$ cat src/rtl/i2c_master_phase_sequencer_top_defines.svh
// Assertion macros for the I2C master phase sequencer.
// Each macro expects clk and arst_n to be visible where it is used.
`ifndef I2C_MASTER_PHASE_SEQUENCER_TOP_DEFINES_SVH
`define I2C_MASTER_PHASE_SEQUENCER_TOP_DEFINES_SVH

`ifndef SYNTHESIS

// Implication checked at every rising clock edge outside reset.
`define I2CPS_ASSERT_IMPLY(lbl, pre, post) \
	lbl: assert property (@(posedge clk) disable iff (!arst_n) (pre) |-> (post)) \
		else $error("i2cps: implication check failed");

// Condition that must never hold at a rising clock edge outside reset.
`define I2CPS_ASSERT_NEVER(lbl, cond) \
	lbl: assert property (@(posedge clk) disable iff (!arst_n) !(cond)) \
		else $error("i2cps: forbidden condition seen");

`else

`define I2CPS_ASSERT_IMPLY(lbl, pre, post)
`define I2CPS_ASSERT_NEVER(lbl, cond)

`endif

`endif

$ cat src/rtl/i2cps_pkg.sv
package i2cps_pkg;

	// Command codes; the upper three are internal continuation phases.
	localparam logic [2:0] CMD_IDLE    = 3'd0;
	localparam logic [2:0] CMD_START   = 3'd1;
	localparam logic [2:0] CMD_STOP    = 3'd2;
	localparam logic [2:0] CMD_WRITE   = 3'd3;
	localparam logic [2:0] CMD_READ    = 3'd4;
	localparam logic [2:0] CMD_ACKWAIT = 3'd5;
	localparam logic [2:0] CMD_TOSTOP  = 3'd6;
	localparam logic [2:0] CMD_ACKSEND = 3'd7;

	// Completion status codes.
	localparam logic [1:0] ST_OK      = 2'd0;
	localparam logic [1:0] ST_BUSY    = 2'd1;
	localparam logic [1:0] ST_BUS_ERR = 2'd2;
	localparam logic [1:0] ST_NO_ACK  = 2'd3;

	// Acknowledge wait limit after reset.
	localparam logic [7:0] ACK_WAIT_RESET = 8'd50;

	// Number of bits in one transferred byte.
	localparam logic [3:0] BYTE_BITS = 4'd8;

	typedef struct packed {
		logic [2:0] cmd;
		logic [2:0] phase;
		logic [3:0] bit_cnt;
		logic [7:0] shift;
		logic [7:0] wait_cnt;
		logic       ack_choice;
		logic       scl;
		logic       sda;
	} state_t;

	typedef struct packed {
		logic       scl_out;
		logic       sda_out;
		logic       done_res;
		logic [1:0] status;
		logic [7:0] read_data;
		logic       ready_res;
	} result_t;

endpackage

$ cat src/rtl/i2cps_in_if.sv
interface i2cps_in_if;
	logic       valid;
	logic       ready;
	logic [2:0] mode;
	logic [7:0] data_byte;
	logic       send_ack;
	logic       sda_level;

	modport source (output valid, output mode, output data_byte, output send_ack,
		output sda_level, input ready);
	modport sink (input valid, input mode, input data_byte, input send_ack,
		input sda_level, output ready);
endinterface

$ cat src/rtl/i2cps_out_if.sv
interface i2cps_out_if;
	logic       valid;
	logic       ready;
	logic       scl_out;
	logic       sda_out;
	logic       done_res;
	logic [1:0] status;
	logic [7:0] read_data;
	logic       ready_res;

	modport source (output valid, output scl_out, output sda_out, output done_res,
		output status, output read_data, output ready_res, input ready);
	modport sink (input valid, input scl_out, input sda_out, input done_res,
		input status, input read_data, input ready_res, output ready);
endinterface

$ cat src/rtl/i2cps_step.sv
module i2cps_step
	import i2cps_pkg::*;
(
	input  state_t     cur,
	input  logic [2:0] mode,
	input  logic [7:0] data_byte,
	input  logic       send_ack,
	input  logic       sda_level,
	input  logic [7:0] ack_wait_limit,
	output state_t     nxt,
	output result_t    res
);

	logic       done;
	logic [1:0] stat;
	logic [7:0] rd;
	logic [3:0] bit_inc;

	always_comb begin
		nxt  = cur;
		done = 1'b0;
		stat = ST_OK;
		rd   = 8'd0;

		// A command is taken only while idle and acts in the same slot.
		if (cur.cmd == CMD_IDLE && mode >= CMD_START && mode <= CMD_READ) begin
			nxt.cmd        = mode;
			nxt.phase      = 3'd0;
			nxt.bit_cnt    = 4'd0;
			nxt.wait_cnt   = 8'd0;
			nxt.shift      = (mode == CMD_WRITE) ? data_byte : 8'd0;
			nxt.ack_choice = send_ack;
		end

		bit_inc = nxt.bit_cnt + 4'd1;

		// One pin action per slot, selected by command and phase.
		unique case (nxt.cmd)
			CMD_IDLE: begin
			end
			CMD_START: begin
				unique case (nxt.phase)
					3'd0: begin nxt.sda = 1'b1; nxt.phase = 3'd1; end
					3'd1: begin nxt.scl = 1'b1; nxt.phase = 3'd2; end
					3'd2: begin
						if (!sda_level) begin
							done = 1'b1; stat = ST_BUSY;
						end else begin
							nxt.phase = 3'd3;
						end
					end
					3'd3: begin nxt.sda = 1'b0; nxt.phase = 3'd4; end
					3'd4: begin
						if (sda_level) begin
							done = 1'b1; stat = ST_BUS_ERR;
						end else begin
							nxt.phase = 3'd5;
						end
					end
					3'd5: begin nxt.scl = 1'b0; done = 1'b1; end
					default: begin nxt.cmd = CMD_IDLE; nxt.phase = 3'd0; end
				endcase
			end
			CMD_STOP, CMD_TOSTOP: begin
				unique case (nxt.phase)
					3'd0: begin nxt.scl = 1'b0; nxt.phase = 3'd1; end
					3'd1: begin nxt.sda = 1'b0; nxt.phase = 3'd2; end
					3'd2: begin nxt.scl = 1'b1; nxt.phase = 3'd3; end
					3'd3: begin
						nxt.sda = 1'b1;
						done    = 1'b1;
						stat    = (nxt.cmd == CMD_TOSTOP) ? ST_NO_ACK : ST_OK;
					end
					default: begin nxt.cmd = CMD_IDLE; nxt.phase = 3'd0; end
				endcase
			end
			CMD_WRITE: begin
				unique case (nxt.phase)
					3'd0: begin nxt.scl = 1'b0; nxt.phase = 3'd1; end
					3'd1: begin
						nxt.sda   = nxt.shift[7];
						nxt.shift = {nxt.shift[6:0], 1'b0};
						nxt.phase = 3'd2;
					end
					3'd2: begin
						nxt.scl     = 1'b1;
						nxt.bit_cnt = bit_inc;
						nxt.phase   = (bit_inc >= BYTE_BITS) ? 3'd3 : 3'd0;
					end
					3'd3: begin
						nxt.scl      = 1'b0;
						nxt.cmd      = CMD_ACKWAIT;
						nxt.phase    = 3'd0;
						nxt.wait_cnt = 8'd0;
					end
					default: begin nxt.cmd = CMD_IDLE; nxt.phase = 3'd0; end
				endcase
			end
			CMD_ACKWAIT: begin
				unique case (nxt.phase)
					3'd0: begin nxt.scl = 1'b0; nxt.phase = 3'd1; end
					3'd1: begin nxt.sda = 1'b1; nxt.phase = 3'd2; end
					3'd2: begin nxt.scl = 1'b1; nxt.phase = 3'd3; end
					3'd3: begin
						// Low SDA is the acknowledge; high samples count toward timeout.
						priority if (!sda_level) begin
							nxt.phase = 3'd4;
						end else if (nxt.wait_cnt >= ack_wait_limit) begin
							nxt.cmd   = CMD_TOSTOP;
							nxt.phase = 3'd0;
						end else begin
							nxt.wait_cnt = nxt.wait_cnt + 8'd1;
						end
					end
					3'd4: begin nxt.scl = 1'b0; done = 1'b1; end
					default: begin nxt.cmd = CMD_IDLE; nxt.phase = 3'd0; end
				endcase
			end
			CMD_READ: begin
				unique case (nxt.phase)
					3'd0: begin nxt.sda = 1'b1; nxt.phase = 3'd1; end
					3'd1: begin nxt.scl = 1'b0; nxt.phase = 3'd2; end
					3'd2: begin nxt.scl = 1'b1; nxt.phase = 3'd3; end
					3'd3: begin
						nxt.shift   = {nxt.shift[6:0], sda_level};
						nxt.bit_cnt = bit_inc;
						nxt.phase   = (bit_inc >= BYTE_BITS) ? 3'd4 : 3'd1;
					end
					3'd4: begin
						nxt.scl   = 1'b0;
						nxt.cmd   = CMD_ACKSEND;
						nxt.phase = 3'd0;
					end
					default: begin nxt.cmd = CMD_IDLE; nxt.phase = 3'd0; end
				endcase
			end
			CMD_ACKSEND: begin
				unique case (nxt.phase)
					3'd0: begin nxt.scl = 1'b0; nxt.phase = 3'd1; end
					3'd1: begin nxt.sda = ~nxt.ack_choice; nxt.phase = 3'd2; end
					3'd2: begin nxt.scl = 1'b1; nxt.phase = 3'd3; end
					3'd3: begin nxt.scl = 1'b0; rd = nxt.shift; done = 1'b1; end
					default: begin nxt.cmd = CMD_IDLE; nxt.phase = 3'd0; end
				endcase
			end
		endcase

		// A finished command returns to idle.
		if (done) begin
			nxt.cmd   = CMD_IDLE;
			nxt.phase = 3'd0;
		end
	end

	// Result of this slot.
	always_comb begin
		res.scl_out   = nxt.scl;
		res.sda_out   = nxt.sda;
		res.done_res  = done;
		res.status    = stat;
		res.read_data = rd;
		res.ready_res = (nxt.cmd == CMD_IDLE);
	end

endmodule

$ cat src/rtl/i2c_master_phase_sequencer_top.sv
// Channel   Role    Beat carries
// cmd       sink    mode, data_byte, send_ack, sda_level (one pin slot)
// res       source  scl_out, sda_out, done_res, status, read_data, ready_res
// cfg       write   cfg_wdata -> ack_wait_limit when cfg_we is high
//
// One cmd beat yields one res beat, one beat per cycle sustained while res is ready.
// The slot's state update and result are computed combinationally into the
// result register; cmd is taken whenever that register is empty or drained.
// A stalled res holds its beat and blocks cmd until it is taken.
// arst_n clears the sequencer to idle with both lines released, limit 50.
`include "i2c_master_phase_sequencer_top_defines.svh"

module i2c_master_phase_sequencer_top
	import i2cps_pkg::*;
(
	input  logic        clk,
	input  logic        arst_n,
	i2cps_in_if.sink    cmd,
	i2cps_out_if.source res,
	input  logic        cfg_we,
	input  logic [7:0]  cfg_wdata
);

	state_t     state_q;
	state_t     state_nxt;
	result_t    res_q;
	result_t    res_nxt;
	logic       res_valid_q;
	logic [7:0] limit_q;
	logic       take;

	// A beat is taken when the result register is free or being emptied.
	assign cmd.ready = !res_valid_q || res.ready;
	assign take      = cmd.valid && cmd.ready;

	// Configuration register.
	always_ff @(posedge clk or negedge arst_n) begin
		if (!arst_n) begin
			limit_q <= ACK_WAIT_RESET;
		end else if (cfg_we) begin
			limit_q <= cfg_wdata;
		end
	end

	i2cps_step u_step (
		.cur            (state_q),
		.mode           (cmd.mode),
		.data_byte      (cmd.data_byte),
		.send_ack       (cmd.send_ack),
		.sda_level      (cmd.sda_level),
		.ack_wait_limit (limit_q),
		.nxt            (state_nxt),
		.res            (res_nxt)
	);

	// Sequencer state advances once per accepted slot.
	always_ff @(posedge clk or negedge arst_n) begin
		if (!arst_n) begin
			state_q <= '{cmd: CMD_IDLE, phase: 3'd0, bit_cnt: 4'd0, shift: 8'd0,
				wait_cnt: 8'd0, ack_choice: 1'b0, scl: 1'b1, sda: 1'b1};
		end else if (take) begin
			state_q <= state_nxt;
		end
	end

	// Result valid flag.
	always_ff @(posedge clk or negedge arst_n) begin
		if (!arst_n) begin
			res_valid_q <= 1'b0;
		end else if (take) begin
			res_valid_q <= 1'b1;
		end else if (res.ready) begin
			res_valid_q <= 1'b0;
		end
	end

	// Result payload.
	always_ff @(posedge clk) begin
		if (take) begin
			res_q <= res_nxt;
		end
	end

	assign res.valid     = res_valid_q;
	assign res.scl_out   = res_q.scl_out;
	assign res.sda_out   = res_q.sda_out;
	assign res.done_res  = res_q.done_res;
	assign res.status    = res_q.status;
	assign res.read_data = res_q.read_data;
	assign res.ready_res = res_q.ready_res;

	// A finished command always leaves the sequencer idle.
	`I2CPS_ASSERT_IMPLY(a_done_idle, res_valid_q && res_q.done_res, res_q.ready_res)
	// Status and read data stay zero in slots that finish nothing.
	`I2CPS_ASSERT_IMPLY(a_quiet_slot, res_valid_q && !res_q.done_res,
		res_q.status == ST_OK && res_q.read_data == 8'd0)
	// The reported idle flag matches the stored command.
	`I2CPS_ASSERT_IMPLY(a_idle_match, res_valid_q,
		res_q.ready_res == (state_q.cmd == CMD_IDLE))
	// A slot never overwrites a result that is still waiting.
	`I2CPS_ASSERT_NEVER(a_no_overrun, take && res_valid_q && !res.ready)

endmodule

$ cat src/flat_wrapper.sv
// flat-port wrapper written by rule: the top's interface ports become plain ports
module i2c_master_phase_sequencer_top_flat import i2cps_pkg::*;
  (clk, arst_n, cfg_we, cfg_wdata, cmd_valid, cmd_mode, cmd_data_byte, cmd_send_ack, cmd_sda_level, cmd_ready, res_valid, res_scl_out, res_sda_out, res_done_res, res_status, res_read_data, res_ready_res, res_ready);
  i2cps_in_if cmd_i ();
  i2cps_out_if res_i ();
  input  logic clk;
  input  logic arst_n;
  input  logic cfg_we;
  input  logic [7:0] cfg_wdata;
  input wire logic [$bits(cmd_i.valid)-1:0] cmd_valid;
  input wire logic [$bits(cmd_i.mode)-1:0] cmd_mode;
  input wire logic [$bits(cmd_i.data_byte)-1:0] cmd_data_byte;
  input wire logic [$bits(cmd_i.send_ack)-1:0] cmd_send_ack;
  input wire logic [$bits(cmd_i.sda_level)-1:0] cmd_sda_level;
  output wire logic [$bits(cmd_i.ready)-1:0] cmd_ready;
  output wire logic [$bits(res_i.valid)-1:0] res_valid;
  output wire logic [$bits(res_i.scl_out)-1:0] res_scl_out;
  output wire logic [$bits(res_i.sda_out)-1:0] res_sda_out;
  output wire logic [$bits(res_i.done_res)-1:0] res_done_res;
  output wire logic [$bits(res_i.status)-1:0] res_status;
  output wire logic [$bits(res_i.read_data)-1:0] res_read_data;
  output wire logic [$bits(res_i.ready_res)-1:0] res_ready_res;
  input wire logic [$bits(res_i.ready)-1:0] res_ready;
  assign cmd_i.valid = cmd_valid;
  assign cmd_i.mode = cmd_mode;
  assign cmd_i.data_byte = cmd_data_byte;
  assign cmd_i.send_ack = cmd_send_ack;
  assign cmd_i.sda_level = cmd_sda_level;
  assign cmd_ready = cmd_i.ready;
  assign res_valid = res_i.valid;
  assign res_scl_out = res_i.scl_out;
  assign res_sda_out = res_i.sda_out;
  assign res_done_res = res_i.done_res;
  assign res_status = res_i.status;
  assign res_read_data = res_i.read_data;
  assign res_ready_res = res_i.ready_res;
  assign res_i.ready = res_ready;
  i2c_master_phase_sequencer_top u_core (.clk(clk), .arst_n(arst_n), .cmd(cmd_i), .res(res_i), .cfg_we(cfg_we), .cfg_wdata(cfg_wdata));
endmodule
$ cat config.mk
export PLATFORM = sky130hd
export DESIGN_NAME = i2c_master_phase_sequencer_top_flat
export DESIGN_NICKNAME = d
export VERILOG_FILES = /design/src/rtl/i2cps_pkg.sv /design/src/rtl/i2cps_in_if.sv /design/src/rtl/i2cps_out_if.sv /design/src/rtl/i2cps_step.sv /design/src/rtl/i2c_master_phase_sequencer_top.sv /design/src/flat_wrapper.sv
export VERILOG_INCLUDE_DIRS = /design/src /design/src/rtl
export SDC_FILE = /design/constraint.sdc
export NUM_CORES = 1
export LEC_CHECK = 0
export BUFFER_PORTS_ARGS = -buffer_cell sky130_fd_sc_hd__buf_2
export CELL_PAD_IN_SITES_DETAIL_PLACEMENT = 0
export CELL_PAD_IN_SITES_GLOBAL_PLACEMENT = 2
export CORE_MARGIN = 1.5
export CORE_UTILIZATION = 25
export CTS_CLUSTER_SIZE = 8
export DETAILED_ROUTE_END_ITERATION = 6
export PLACE_DENSITY = 0.64
export SKIP_CTS_REPAIR_TIMING = 1
export SYNTH_ARGS = -nofsm -noshare
export SYNTH_HDL_FRONTEND = slang
export SYNTH_SLANG_ARGS = --single-unit
$ cat constraint.sdc
create_clock -name clk -period 4.1 [get_ports clk]
set_input_delay 0.205 -clock clk [delete_from_list [all_inputs] [get_ports clk]]
set_output_delay 0.205 -clock clk [all_outputs]
set_load 0.005 [all_outputs]
==> summary.txt <==
Floorplan
  – Die W: 121 microns
  – Ports: 42
  – Row cnt: 43
  – Starting Density: 25.4%
  – Core ar.: 0.0138 sq mm
  – Die area: 0.0147 sq mm
  – Die height: 121 microns

Yosys
  – Synthesized Nets: 454
  – Yosys Warn Count: 0
  – Post-synth EDFFs: 14
  – Mapped Cells: 419
  – Async S/R FF share, synth: 73.1%
  – Syn_area_per_cell: 8.34 sq um
  – Synth area leader: dfrtp_1
  – Cell variety after synth: 62
  – Share of the synthesized area in the top cell type: 23.6%
  – Yosys reg bits: 52
  – Largest cells by area after synthesis: dfrtp_1 (24%), edfxtp_1 (12%), o21ai_0 (6.6%)
  – Post-synthesis instance area: 0.00349 sq mm
  – Seq/Total Area, Yosys: 39.4%
  – Synth Flop Type: dfrtp_1

STA
  – Final Setup Violations: 0
  – Min Clock Period, post-route: 3140 ps
  – Setup TNS: 0 ps
  – Clk_skew: 2.47 ps
  – Worst slew pin tran: 942 ps
  – Final Hold Viols: 0
  – Slew Viols, Final: 0
  – Period utilization: 76.6%
  – Max_slew headroom: 37.2%
  – Max Fclk: 319 MHz
  – RSZ-0062 raised after global routing: no

Global route
  – Vias in the first global route: 3093
  – Initial antenna violation count: 0
  – First-pass GRT wire length: 17600 microns
  – Pin count of the biggest net entering global routing: 39
  – Total GRT Usage: 15.6%
  – Total gr overflow: 0

Cells and area
  – Area growth from synthesis to layout: 15.4%
  – Utilization after layout: 29.3%
  – # diodes: 0
  – Layout cell share with drive strength beyond 1: 17.9%
  – Nets@finish: 482
  – Fillers: 1527
  – Area occupied by multi-input gates: 0.00192 sq mm
  – Sequential cell area: 0.00138 sq mm

Route
  – Initial drt markers: 260
  – Total wire length: 11000 microns
  – WL/cell: 17.5 microns
  – Via Count: 3246
  – First-pass iteration count of the detailed router: 4
  – DR vias/cell: 5.17
  – Drt drc: 0
  – Final ANT Viol Nets: 0

Critical path
  – WP data arrival: 3320 ps
  – Required time of the critical path: 4280 ps
  – Crit path kind: flip-flop to flip-flop
  – Crit end category: flip-flop
  – CP max FO: 11
  – Crit path launch type: flip-flop

CTS
  – H-tree depth: 2
  – Clock-pin slew on the worst setup and hold paths: 70 ps
  – CTS sink cnt: 52
  – Root Driver: clkbuf_16
  – CTS Buf Count: 5
  – Clk buf depth: 2
  – CTS tree: yes
  – Later-pin clock latency in the skew report: 290 ps

Power
  – PwrDens: 594 mW/mm^2
  – LEAKAGE: 1.72 nW
  – Max VDD drop: 0.000167 V

Worst hold path
  – Worst hold-check path type: input pin to async pin

Placed design
  – Post-DP HPWL: 7870 microns
  – Routability cong.: 0.896
  – Number of port buffers: 41

Status
  – Run status: completed

Run
  – Max Cap Violations: 0
-- synth_stat cells, types with 9 or more instances --
library cell,instances
dfrtp_1,33
nand2_1,52
nor3_1,24
clkbuf_1,23
a31oi_1,12
inv_1,17
nand3_1,10
a21oi_1,25
and3_1,10
nor2_1,30
edfxtp_1,14
o21ai_0,46
ha_1,9
-- placed cells by master (no fill, tap or decap), drive strengths merged, types with 4 or more instances in the layout --
cell	netlist	routed
nand2	52	52
buf	7	51
o21ai	50	50
dfrtp	33	33
nor2	30	30
a21oi	27	27
nor3	24	24
inv	17	18
edfxtp	14	14
a31oi	12	12
nand3	11	11
and3	10	10
ha	9	9
and2	8	8
nand2b	6	6
clkbuf	23	6
mux2	5	5
dfstp	5	5
nor3b	4	4
a21o	4	4
o211ai	4	4
a211o	4	4
nand3b	4	4
-- per-stage QoR --
stage	area [sq um]	std cells	hold slack (ps)	power [mW]	worst slack, ps
3_3_place_gp	3870	620	404	1.92	968
6_report	4030	628	48.5	2.40	961
3_5_place_dp	3870	620	410	1.92	852
4_1_cts	4030	628	108	2.41	930
5_1_grt	4030	628	110	2.58	643
2_1_floorplan	3490	419	-90.6	1.54	748
-- worst max-delay path, stage by stage (launching register included) --
cell and delay (ps):
dfrtp_1 380, nor3_1 280, buf_4 250, and3_1 190, nor2_1 60, ha_1 320, and2_1 150, a221oi_1 390
nand4_1 140, o21ba_1 450, o21ai_0 170, a32o_1 240
-- registers in the layout, indices dropped and copies added (netlist names) --
register	count
u_core.res.valid	1
u_core.res.ready_res	1
u_core.res.read_data	8
u_core.res.scl_out	1
u_core.res.done_res	1
u_core.res.status	2
u_core.res.sda_out	1
u_core.state_q	29
u_core.limit_q	8
-- layer usage --
metal / GRT usage (%) / wire length [microns] / vias up
met5: 0 / 0 / -
met4: 3.75 / 182 / 0
met3: 2.77 / 384 / 13
met2: 26.4 / 5300 / 75
met1: 20.6 / 5110 / 1571
li1: - / - / 1587
-- cells by family (layout without fill, tap and decap cells) --
group                      count (synthesis)  after routing  share of synthesized area (%)
buffers and inverters                     47             76                           5.66
DFF                                       52             52                           39.4
and+or+nand+nor                          164            164                           23.6
AOI/OAI and AO/OA                        136            136                           24.9
muxes                                      5              5                           1.61
adders and majority gates                 10             10                           3.54
xor gates and xnor gates                   5              5                           1.25
-- area by class of cell --
cell class | count | share of cell area, %
multi-input cells | 320 | 47.6
repair buffers | 51 | 6.95
flip-flops and latches | 52 | 34.2
inverters | 17 | 1.58
clock buffers | 6 | 3.19
clock inverters | 2 | 0.962
well taps | 180 | 5.58
-- report_power, final --
part           switching [mW]  internal [mW]  total, mW
registers               0.136          0.658      0.794
clock network           0.199          0.291      0.491
logic                   0.713          0.401       1.11
-- path summary, 6_finish.rpt --
check	from	end	slack (ps)	depth (start not counted)
max reg2reg	u_core.state_q[26]	u_core.state_q[4]	960	11
min	arst_n	u_core.state_q[25]	50	1
max in group asynchronous	arst_n	u_core.state_q[28]	3460	1
min in group clk	cfg_wdata[5]	u_core.limit_q[5]	120	3
min reg2reg	u_core.state_q[5]	u_core.state_q[5]	490	1
max	u_core.state_q[26]	u_core.state_q[4]	960	11
(Power assumes the default switching activity.)
